<file path="src/hw/rtl/ihex_pkg.sv">
// Shared types and codes for the Intel HEX record parser.
// No dependencies; imported by every module of the block.
package ihex_pkg;

    localparam int PAYLOAD_DEPTH = 256;
    localparam int PAY_AW = $clog2(PAYLOAD_DEPTH);
    localparam int QUEUE_DEPTH = 4;
    localparam int QUEUE_AW = $clog2(QUEUE_DEPTH);

    typedef enum logic [1:0] {
        ACT_CHAR  = 2'd0,
        ACT_DRAIN = 2'd1,
        ACT_END   = 2'd2,
        ACT_NONE  = 2'd3
    } action_t;

    typedef enum logic [2:0] {
        KIND_CONSUMED = 3'd0,
        KIND_RECORD   = 3'd1,
        KIND_DATA     = 3'd2,
        KIND_ERROR    = 3'd3,
        KIND_END      = 3'd4,
        KIND_BUSY     = 3'd5
    } kind_t;

    typedef enum logic [2:0] {
        ERR_NONE      = 3'd0,
        ERR_MALFORMED = 3'd1,
        ERR_SPECIAL   = 3'd2,
        ERR_CHECKSUM  = 3'd3,
        ERR_AFTER_END = 3'd4
    } err_t;

    typedef enum logic [2:0] {
        PH_START,
        PH_AFTER,
        PH_COUNT,
        PH_ADDR,
        PH_TYPE,
        PH_PAYLOAD,
        PH_CHECK,
        PH_DONE
    } phase_t;

    localparam logic [7:0] REC_DATA = 8'h00;
    localparam logic [7:0] REC_EOF  = 8'h01;
    localparam logic [7:0] REC_ESA  = 8'h02;
    localparam logic [7:0] REC_SSA  = 8'h03;
    localparam logic [7:0] REC_ELA  = 8'h04;
    localparam logic [7:0] REC_SLA  = 8'h05;

    localparam logic [7:0] CH_COLON = 8'h3A;

    typedef struct packed {
        logic [1:0] action;
        logic [7:0] character;
    } in_item_t;

    typedef struct packed {
        logic [2:0]  kind;
        logic [2:0]  error_code;
        logic [31:0] byte_address;
        logic [7:0]  data_byte;
        logic        last_byte;
        logic [7:0]  record_type;
        logic [7:0]  record_length;
        logic        checksum_ok;
    } out_item_t;

    function automatic logic is_space(input logic [7:0] c);
        return c == 8'h20 || c == 8'h09 || c == 8'h0D || c == 8'h0A || c == 8'h0B;
    endfunction

    // bit 4 flags a valid hex digit
    function automatic logic [4:0] hex_val(input logic [7:0] c);
        logic [4:0] r;
        r = 5'd0;
        if (c >= 8'h30 && c <= 8'h39)
            r = {1'b1, c[3:0]};
        else if ((c >= 8'h61 && c <= 8'h66) || (c >= 8'h41 && c <= 8'h46))
            r = {1'b1, c[3:0] + 4'd9};
        return r;
    endfunction

endpackage

</file>
<file path="src/hw/rtl/intel_hex_record_parser.sv">
// Top level of the Intel HEX record parser: config register, front parser
// and result queue. Depends on ihex_pkg, ihex_front, ihex_back.
//
//   channel   direction  handshake            payload
//   in        input      push / full          in_item (action, character)
//   out       output     pop / empty          out_item (8 result fields)
//   cfg       input      cfg_valid/cfg_ready  cfg_data (ignore_checksum)
//
// One item per cycle while full is low; an item's result is held in the result
// register, then written into the queue, from which the consumer pops it.
// The parser next state is combinational; the payload memory read is registered.
// Reset clears all parse state; the payload memory is not cleared.
// full rises only when the result register waits on a full four-entry queue.
module intel_hex_record_parser import ihex_pkg::*;
(
    input  logic      clk,
    input  logic      rst_n,
    input  logic      push,
    output logic      full,
    input  in_item_t  in_item,
    output logic      empty,
    input  logic      pop,
    output out_item_t out_item,
    input  logic      cfg_valid,
    output logic      cfg_ready,
    input  logic      cfg_data
);

    logic      ign_reg;
    logic      res_valid;
    out_item_t res;
    logic      q_ready;
    logic      take;
    logic      accept;

    assign cfg_ready = 1'b1;
    assign take      = res_valid && q_ready;
    assign full      = res_valid && !q_ready;
    assign accept    = push && !full;

    always_ff @(posedge clk or negedge rst_n)
    begin
        if (!rst_n)
            ign_reg <= 1'b0;
        else if (cfg_valid)
            ign_reg <= cfg_data;
    end

    ihex_front u_front
    (
        .clk             (clk),
        .rst_n           (rst_n),
        .ignore_checksum (ign_reg),
        .accept          (accept),
        .item            (in_item),
        .take            (take),
        .res_valid       (res_valid),
        .res             (res)
    );

    ihex_back u_back
    (
        .clk     (clk),
        .rst_n   (rst_n),
        .wr      (take),
        .wr_item (res),
        .ready   (q_ready),
        .pop     (pop),
        .empty   (empty),
        .head    (out_item)
    );

endmodule

</file>
<file path="src/hw/rtl/ihex_front.sv">
// Front part: parses one character, drain or end request per beat, owns the
// payload memory and registers one result. Depends on ihex_pkg.
module ihex_front import ihex_pkg::*;
(
    input  logic      clk,
    input  logic      rst_n,
    input  logic      ignore_checksum,
    input  logic      accept,
    input  in_item_t  item,
    input  logic      take,
    output logic      res_valid,
    output out_item_t res
);

    phase_t      phase_reg, phase_next;
    logic [2:0]  nib_reg, nib_next;
    logic [15:0] shift_reg, shift_next;
    logic [7:0]  count_reg, count_next;
    logic [15:0] addr_reg, addr_next;
    logic [7:0]  type_reg, type_next;
    logic [31:0] base_reg, base_next;
    logic [7:0]  sum_reg, sum_next;
    logic [7:0]  fill_reg, fill_next;
    logic [7:0]  drain_reg, drain_next;
    logic [8:0]  pend_reg, pend_next;
    logic        end_reg, end_next;
    logic [2:0]  err_reg, err_next;
    logic        valid_reg, valid_next;
    out_item_t   res_reg, res_next;

    logic [7:0]  mem [PAYLOAD_DEPTH];
    logic [7:0]  rdata_reg;
    logic        wr_en, rd_en;

    logic [4:0]  hv;
    logic [2:0]  nib_inc;
    logic [15:0] shift_inc;
    logic [2:0]  need;
    logic [7:0]  expect_sum;
    logic        sum_ok;

    always_comb
    begin
        phase_next = phase_reg;
        nib_next   = nib_reg;
        shift_next = shift_reg;
        count_next = count_reg;
        addr_next  = addr_reg;
        type_next  = type_reg;
        base_next  = base_reg;
        sum_next   = sum_reg;
        fill_next  = fill_reg;
        drain_next = drain_reg;
        pend_next  = pend_reg;
        end_next   = end_reg;
        err_next   = err_reg;
        res_next   = '0;
        res_next.kind = KIND_CONSUMED;
        wr_en = 1'b0;
        rd_en = 1'b0;

        hv         = hex_val(item.character);
        nib_inc    = nib_reg + 3'd1;
        shift_inc  = {shift_reg[11:0], hv[3:0]};
        need       = (phase_reg == PH_ADDR) ? 3'd4 : 3'd2;
        expect_sum = 8'd0 - sum_reg;
        sum_ok     = shift_inc[7:0] == expect_sum;

        if (err_reg != ERR_NONE)
        begin
            res_next.kind = KIND_ERROR;
            res_next.error_code = err_reg;
        end
        else if (phase_reg == PH_DONE)
        begin
            res_next.kind = KIND_END;
        end
        else
        begin
            unique case (action_t'(item.action))
                ACT_CHAR:
                begin
                    if (pend_reg != 9'd0)
                        res_next.kind = KIND_BUSY;
                    else if (phase_reg == PH_START || phase_reg == PH_AFTER)
                    begin
                        if (phase_reg == PH_AFTER && is_space(item.character))
                            ;
                        else if (end_reg)
                            err_next = ERR_AFTER_END;
                        else if (item.character != CH_COLON)
                            err_next = ERR_MALFORMED;
                        else
                        begin
                            phase_next = PH_COUNT;
                            sum_next   = 8'd0;
                            nib_next   = 3'd0;
                            shift_next = 16'd0;
                        end
                    end
                    else if (!hv[4])
                        err_next = ERR_MALFORMED;
                    else
                    begin
                        shift_next = shift_inc;
                        nib_next   = nib_inc;
                        if (phase_reg != PH_CHECK && !nib_inc[0])
                            sum_next = sum_reg + shift_inc[7:0];
                        if (nib_inc >= need)
                        begin
                            nib_next = 3'd0;
                            unique case (phase_reg)
                                PH_COUNT:
                                begin
                                    count_next = shift_inc[7:0];
                                    shift_next = 16'd0;
                                    phase_next = PH_ADDR;
                                end
                                PH_ADDR:
                                begin
                                    addr_next  = shift_inc;
                                    shift_next = 16'd0;
                                    phase_next = PH_TYPE;
                                end
                                PH_TYPE:
                                begin
                                    type_next  = shift_inc[7:0];
                                    shift_next = 16'd0;
                                    if (shift_inc[7:0] == REC_EOF && count_reg != 8'd0)
                                        err_next = ERR_SPECIAL;
                                    else if ((shift_inc[7:0] == REC_ESA
                                              || shift_inc[7:0] == REC_ELA)
                                             && (count_reg != 8'd2 || addr_reg != 16'd0))
                                        err_next = ERR_SPECIAL;
                                    else if ((shift_inc[7:0] == REC_SSA
                                              || shift_inc[7:0] == REC_SLA)
                                             && (count_reg != 8'd4 || addr_reg != 16'd0))
                                        err_next = ERR_SPECIAL;
                                    else
                                    begin
                                        fill_next  = 8'd0;
                                        phase_next = (count_reg != 8'd0) ? PH_PAYLOAD
                                                                         : PH_CHECK;
                                    end
                                end
                                PH_PAYLOAD:
                                begin
                                    wr_en = (type_reg == REC_DATA);
                                    fill_next = fill_reg + 8'd1;
                                    if (fill_reg + 8'd1 == count_reg)
                                    begin
                                        if (type_reg == REC_ESA)
                                            base_next = {12'd0, shift_inc, 4'd0};
                                        if (type_reg == REC_ELA)
                                            base_next = {shift_inc, 16'd0};
                                        shift_next = 16'd0;
                                        phase_next = PH_CHECK;
                                    end
                                end
                                default:
                                begin
                                    shift_next = 16'd0;
                                    if (!sum_ok && !ignore_checksum)
                                        err_next = ERR_CHECKSUM;
                                    else
                                    begin
                                        if (type_reg == REC_EOF)
                                            end_next = 1'b1;
                                        if (type_reg == REC_DATA && count_reg != 8'd0)
                                        begin
                                            pend_next  = {1'b0, count_reg};
                                            drain_next = 8'd0;
                                        end
                                        phase_next = PH_AFTER;
                                        res_next.kind          = KIND_RECORD;
                                        res_next.record_type   = type_reg;
                                        res_next.record_length = count_reg;
                                        res_next.checksum_ok   = sum_ok;
                                    end
                                end
                            endcase
                        end
                    end
                end
                ACT_DRAIN:
                begin
                    if (pend_reg != 9'd0)
                    begin
                        rd_en = 1'b1;
                        res_next.kind = KIND_DATA;
                        res_next.byte_address = {16'd0, addr_reg} + base_reg
                                                + {24'd0, drain_reg};
                        if ({1'b0, drain_reg} + 9'd1 >= pend_reg)
                        begin
                            res_next.last_byte = 1'b1;
                            pend_next  = 9'd0;
                            drain_next = 8'd0;
                        end
                        else
                            drain_next = drain_reg + 8'd1;
                    end
                end
                ACT_END:
                begin
                    if (pend_reg != 9'd0)
                        res_next.kind = KIND_BUSY;
                    else if (phase_reg == PH_START || phase_reg == PH_AFTER)
                    begin
                        phase_next = PH_DONE;
                        res_next.kind = KIND_END;
                    end
                    else
                        err_next = ERR_MALFORMED;
                end
                default: ;
            endcase
            if (err_next != ERR_NONE)
            begin
                res_next = '0;
                res_next.kind = KIND_ERROR;
                res_next.error_code = err_next;
            end
        end

        if (accept)
            valid_next = 1'b1;
        else if (take)
            valid_next = 1'b0;
        else
            valid_next = valid_reg;
    end

    always_ff @(posedge clk or negedge rst_n)
    begin
        if (!rst_n)
        begin
            phase_reg <= PH_START;
            nib_reg   <= '0;
            shift_reg <= '0;
            count_reg <= '0;
            addr_reg  <= '0;
            type_reg  <= '0;
            base_reg  <= '0;
            sum_reg   <= '0;
            fill_reg  <= '0;
            drain_reg <= '0;
            pend_reg  <= '0;
            end_reg   <= 1'b0;
            err_reg   <= '0;
            valid_reg <= 1'b0;
        end
        else
        begin
            valid_reg <= valid_next;
            if (accept)
            begin
                phase_reg <= phase_next;
                nib_reg   <= nib_next;
                shift_reg <= shift_next;
                count_reg <= count_next;
                addr_reg  <= addr_next;
                type_reg  <= type_next;
                base_reg  <= base_next;
                sum_reg   <= sum_next;
                fill_reg  <= fill_next;
                drain_reg <= drain_next;
                pend_reg  <= pend_next;
                end_reg   <= end_next;
                err_reg   <= err_next;
            end
        end
    end

    always_ff @(posedge clk)
    begin
        if (accept)
            res_reg <= res_next;
    end

    // payload memory; read data holds until the next drain beat that reads a byte
    always_ff @(posedge clk)
    begin
        if (accept && wr_en)
            mem[fill_reg[PAY_AW-1:0]] <= shift_inc[7:0];
        if (accept && rd_en)
            rdata_reg <= mem[drain_reg[PAY_AW-1:0]];
    end

    always_comb
    begin
        res = res_reg;
        if (res_reg.kind == KIND_DATA)
            res.data_byte = rdata_reg;
    end

    assign res_valid = valid_reg;

endmodule

</file>
<file path="src/hw/rtl/ihex_back.sv">
// Back part: short result queue that presents the oldest result to the
// consumer. Depends on ihex_pkg.
module ihex_back import ihex_pkg::*;
(
    input  logic      clk,
    input  logic      rst_n,
    input  logic      wr,
    input  out_item_t wr_item,
    output logic      ready,
    input  logic      pop,
    output logic      empty,
    output out_item_t head
);

    out_item_t           q_reg [QUEUE_DEPTH];
    logic [QUEUE_AW-1:0] wp_reg, wp_next;
    logic [QUEUE_AW-1:0] rp_reg, rp_next;
    logic [QUEUE_AW:0]   cnt_reg, cnt_next;
    logic                do_pop;

    assign ready  = cnt_reg != QUEUE_DEPTH[QUEUE_AW:0];
    assign empty  = cnt_reg == '0;
    assign do_pop = pop && !empty;
    assign head   = q_reg[rp_reg];

    always_comb
    begin
        wp_next  = wr ? wp_reg + 1'b1 : wp_reg;
        rp_next  = do_pop ? rp_reg + 1'b1 : rp_reg;
        cnt_next = cnt_reg + {{QUEUE_AW{1'b0}}, wr} - {{QUEUE_AW{1'b0}}, do_pop};
    end

    always_ff @(posedge clk or negedge rst_n)
    begin
        if (!rst_n)
        begin
            wp_reg  <= '0;
            rp_reg  <= '0;
            cnt_reg <= '0;
        end
        else
        begin
            wp_reg  <= wp_next;
            rp_reg  <= rp_next;
            cnt_reg <= cnt_next;
        end
    end

    always_ff @(posedge clk)
    begin
        if (wr)
            q_reg[wp_reg] <= wr_item;
    end

endmodule

</file>
<file path="config.mk">
export PLATFORM = sky130hd
export DESIGN_NAME = intel_hex_record_parser
export DESIGN_NICKNAME = d
export VERILOG_FILES = /design/src/hw/rtl/ihex_pkg.sv /design/src/hw/rtl/intel_hex_record_parser.sv /design/src/hw/rtl/ihex_front.sv /design/src/hw/rtl/ihex_back.sv
export SDC_FILE = /design/constraint.sdc
export NUM_CORES = 2
export LEC_CHECK = 0
export BUFFER_PORTS_ARGS = -buffer_cell sky130_fd_sc_hd__buf_4
export CAP_MARGIN = 20
export CORE_ASPECT_RATIO = 0.8
export CORE_MARGIN = 2
export CORE_UTILIZATION = 57
export DETAILED_ROUTE_END_ITERATION = 10
export GPL_ROUTABILITY_DRIVEN = 1
export PLACE_DENSITY = 0.86
export SYNTH_ARGS = -nofsm -noshare
export SYNTH_HDL_FRONTEND = slang
export SYNTH_SLANG_ARGS = --single-unit
</file>
<file path="constraint.sdc">
create_clock -name clk -period 5.8 [get_ports clk]
set_clock_uncertainty 0.1 [all_clocks]
set_input_delay 0.29 -clock clk [delete_from_list [all_inputs] [get_ports clk]]
set_output_delay 0.29 -clock clk [all_outputs]
set_load 0.01 [all_outputs]
</file>
==> metrics <==
highest metal layer used by the detailed router met5; root cell of the clock tree sky130_fd_sc_hd__clkbuf_16; initial standard-cell utilization of the core 57.5%; total congestion overflow 0; Setup Crit Path Kind flip-flop to flip-flop; worst hold-check path type input pin to asynchronous set/reset pin; clock transition at the registers of the reported paths 0.07 ns; Max rail drop VDD 0.428 mV; Max Freq 181 MHz; setup slack at placement 0.636 ns; predominant post-synthesis flop cell sky130_fd_sc_hd__edfxtp_1; pin count of the biggest net entering global routing 198; Syn. warnings 0; violated checks negative hold slack; cts bufs inserted 209; number of global-route vias before repair 53300; Clock Power Share 38.3%; combinational family with the most area after synthesis multiplexers; first-pass iteration count of the detailed router 8; basic-gate share of the synthesized area counting and, or, nand and nor cells 3.27%; summed negative setup slack over all endpoints 0 ns; number of synthesized flops with an enable pin 2368; Net Switching 8.08 mW; total of cells resized after clock tree synthesis 0; Die Footprint 177000 µm²; slew at the pin closest to its max-slew limit 1.23 ns; met2 WL 118000 µm; number of DRC markers in iteration 0 9210; sum of net half-perimeters after detailed placement 142000 µm; first-pass GRT wire length 373000 µm; Vias/cell 7.03; max cap viols 0; Non-Filler Instances 7696; per-cell routed wire length 33.2 µm; Fin. Hold Viols 1; Combinational Power Share 6.2%; Buffers on Ports 81; antenna viol nets, final 0; static leakage 29.4 nW; IO Count 83; final layout net count 5314; cell-internal power 28.8 mW; Largest register FFs 2048; Slew Limit Fails 0; Data arrival, critical path 5.90 ns; horizontal die dimension 470 µm; unrepaired setup endpoints after global routing no; synthesized-area fraction occupied by adder cells 0.924%; sw frac 21.9%; share of the clock period used by the worst path 95.1%; Worst Path Required 6.18 ns; outcome finished, violations left; Mean Syn Cell Area 19.6 µm²; wl on met1 89400 µm; Sequential Power Share 55.5%; Final min period 5.52 ns; DR vias 54100; post-synthesis sequential area ratio 74.9%; met3 layer wire length in the routed design 35600 µm; Post-synth ARST share 4.94%; multiplexer share of the synthesized area 15.1%; number of nets produced by synthesis 5133; element type at the critical path end flip-flop; Post-Synthesis Cells 5048; antenna violations before repair 12; area of the mapped netlist 99100 µm²; Final Worst Setup Slack 0.284 ns; highest net fanout along the worst path 16; Synth cell types 78; total global-route track usage 28.8%; height of the chip 377 µm; clock tree from TritonCTS yes; area share of xor/xnor cells in the synthesized design 0.565%; clk sinks 2491; Tot Pwr 36.8 mW; nature of the critical path startpoint flip-flop; tightest hold margin -0.0137 ns; core region area 172000 µm²; H-tree level count 4; global placer's final weighted congestion 0.948; worst relative slew slack 17.7%; clock latency of the later-clocked register in the worst-skew pair 0.87 ns; proportion of layout cells with a drive suffix above 1 21.4%; total length of routed wires 255000 µm; Post-CTS Hold Fix Bufs 9; number of setup buffers added after CTS 0; Pwr Density 336 nW/µm²; post-synthesis sequential element count 2491; Synth Area in Compound Gates 3.84%; standard-cell row count 136; Final setup violation count 0; total DRC errors in the routed layout 0; Longest Clk Path Bufs 3; placed instance count 7282; area added between synthesis and finish 10.8%
critical path, stage by stage (launching register included):
cell,delay (ns)
sky130_fd_sc_hd__dfrtp_1,0.58
sky130_fd_sc_hd__nor2b_1,0.29
sky130_fd_sc_hd__nand2_1,0.15
sky130_fd_sc_hd__ha_1,0.32
sky130_fd_sc_hd__a21bo_2,0.13
sky130_fd_sc_hd__a21o_1,0.22
sky130_fd_sc_hd__o21ai_0,0.18
sky130_fd_sc_hd__nor3_1,0.25
sky130_fd_sc_hd__buf_4,0.20
sky130_fd_sc_hd__nand2_1,0.12
sky130_fd_sc_hd__nor3_1,0.83
sky130_fd_sc_hd__nand2_1,0.77
sky130_fd_sc_hd__nor2_1,0.99
routing by layer:
metal  vias to the layer above  global-route usage [%]
met4                        20                    12.5
met2                      4806                    43.8
met3                       822                    8.54
met5                         -                       0
met1                     27400                    39.3
li1                      21100                       -
kinds of logic after synthesis:
logic type | count (synthesis)
muxes | 825
DFF | 2491
adders and majority gates | 69
other | 1
and+or+nand+nor | 726
AOI/OAI and AO/OA | 539
xor gates and xnor gates | 63
buffers and inverters | 334
power groups by stage:
stage | combinational (mW) | sequential (mW) | clock, mW
finish | 2.30 | 20.4 | 14.1
floorplan | 1.45 | 20.6 | 0
global placement | 2.27 | 20.8 | 0
detailed placement | 2.30 | 20.8 | 0
global route | 2.45 | 20.5 | 14.8
CTS | 2.33 | 20.4 | 14.1
cell type report:
class | count | area, µm²
Sequential cell | 2491 | 74200
Fill cell | 10600 | 62400
Multi-Input combinational cell | 2223 | 23600
Clock buffer | 268 | 5640
Tap cell | 2277 | 2850
Timing Repair Buffer | 251 | 2110
Clock inverter | 124 | 1110
Inverter | 53 | 208
Antenna cell | 9 | 22.5
per-stage QoR:
stage / hold slack (ns) / area [µm²] / utilization, %
final: -0.0137 / 110000 / 63.7
after global routing: 0.0872 / 110000 / 63.7
after CTS: 0.0315 / 110000 / 63.7
after detailed placement: 0.377 / 103000 / 59.7
after global placement: 0.365 / 103000 / 59.7
after floorplan: -0.106 / 99100 / -
placed cells by master (no fill, tap or decap), types with 42 or more instances in the layout:
cell                        synthesis  routed
sky130_fd_sc_hd__edfxtp_1        2368    2368
sky130_fd_sc_hd__mux4_2           535     535
sky130_fd_sc_hd__nor2_1           357     357
sky130_fd_sc_hd__mux2i_1          261     261
sky130_fd_sc_hd__buf_4             13     225
sky130_fd_sc_hd__clkbuf_16          0     214
sky130_fd_sc_hd__nand2_1          168     166
sky130_fd_sc_hd__o221ai_1         129     129
sky130_fd_sc_hd__dfrtp_1          123     112
sky130_fd_sc_hd__a21oi_1           97      96
sky130_fd_sc_hd__o21ai_0           81      81
sky130_fd_sc_hd__o22ai_1           67      67
sky130_fd_sc_hd__ha_1              62      62
sky130_fd_sc_hd__inv_1             51      47
sky130_fd_sc_hd__clkbuf_1         171      46
sky130_fd_sc_hd__clkinv_1           0      42
Yosys cell counts (6+ instances only):
cell type | number | area share, %
sky130_fd_sc_hd__clkbuf_1 | 171 | 0.65
sky130_fd_sc_hd__nand4_1 | 8 | 0.051
sky130_fd_sc_hd__and3_1 | 12 | 0.076
sky130_fd_sc_hd__buf_4 | 13 | 0.099
sky130_fd_sc_hd__xor2_1 | 25 | 0.22
sky130_fd_sc_hd__nor2_1 | 357 | 1.4
sky130_fd_sc_hd__o2111ai_1 | 6 | 0.053
sky130_fd_sc_hd__nor3_1 | 29 | 0.15
sky130_fd_sc_hd__mux4_2 | 535 | 12
sky130_fd_sc_hd__o22ai_1 | 67 | 0.42
sky130_fd_sc_hd__a21o_1 | 8 | 0.061
sky130_fd_sc_hd__fa_1 | 7 | 0.14
sky130_fd_sc_hd__a22o_1 | 38 | 0.34
sky130_fd_sc_hd__a211oi_1 | 30 | 0.23
sky130_fd_sc_hd__a31oi_1 | 8 | 0.051
sky130_fd_sc_hd__o221ai_1 | 129 | 1.1
sky130_fd_sc_hd__o21ai_0 | 81 | 0.41
sky130_fd_sc_hd__nor2b_1 | 6 | 0.038
sky130_fd_sc_hd__a211o_1 | 7 | 0.062
sky130_fd_sc_hd__buf_2 | 55 | 0.28
sky130_fd_sc_hd__or3_1 | 15 | 0.095
sky130_fd_sc_hd__xnor2_1 | 37 | 0.33
sky130_fd_sc_hd__inv_1 | 51 | 0.19
sky130_fd_sc_hd__o31ai_1 | 8 | 0.061
sky130_fd_sc_hd__ha_1 | 62 | 0.78
sky130_fd_sc_hd__a21oi_1 | 97 | 0.49
sky130_fd_sc_hd__o21bai_1 | 15 | 0.11
sky130_fd_sc_hd__buf_1 | 41 | 0.16
sky130_fd_sc_hd__nand2b_1 | 10 | 0.063
sky130_fd_sc_hd__and2_1 | 40 | 0.25
sky130_fd_sc_hd__mux2_2 | 29 | 0.33
sky130_fd_sc_hd__nor4_1 | 16 | 0.10
sky130_fd_sc_hd__dfrtp_1 | 123 | 3.1
sky130_fd_sc_hd__edfxtp_1 | 2368 | 72
sky130_fd_sc_hd__mux2i_1 | 261 | 2.6
sky130_fd_sc_hd__nand2_1 | 168 | 0.64
sky130_fd_sc_hd__nand3_1 | 32 | 0.16
final timing paths:
| path | from | end | slack, ns | depth (start not counted) |
|---|---|---|---|---|
| worst max-delay path | u_front.phase_reg[1]$_DFFE_PN0P_ | u_front.mem[45][2]$_DFFE_PP_ | 0.28 | 12 |
| worst min-delay path | rst_n | ign_reg$_DFFE_PN0P_ | -0.01 | 2 |
| worst max register to register | u_front.phase_reg[1]$_DFFE_PN0P_ | u_front.mem[45][2]$_DFFE_PP_ | 0.28 | 12 |
| worst min register to register | u_front.res[29]$_SDFFCE_PP0P_ | u_back.q_reg[3][29]$_DFFE_PP_ | 0.39 | 0 |
| max in group asynchronous | rst_n | u_front.shift_reg[1]$_DFFE_PN0P_ | 4.21 | 3 |
| min in group clk | cfg_data | ign_reg$_DFFE_PN0P_ | 0.07 | 4 |
(Power assumes the default switching activity.)
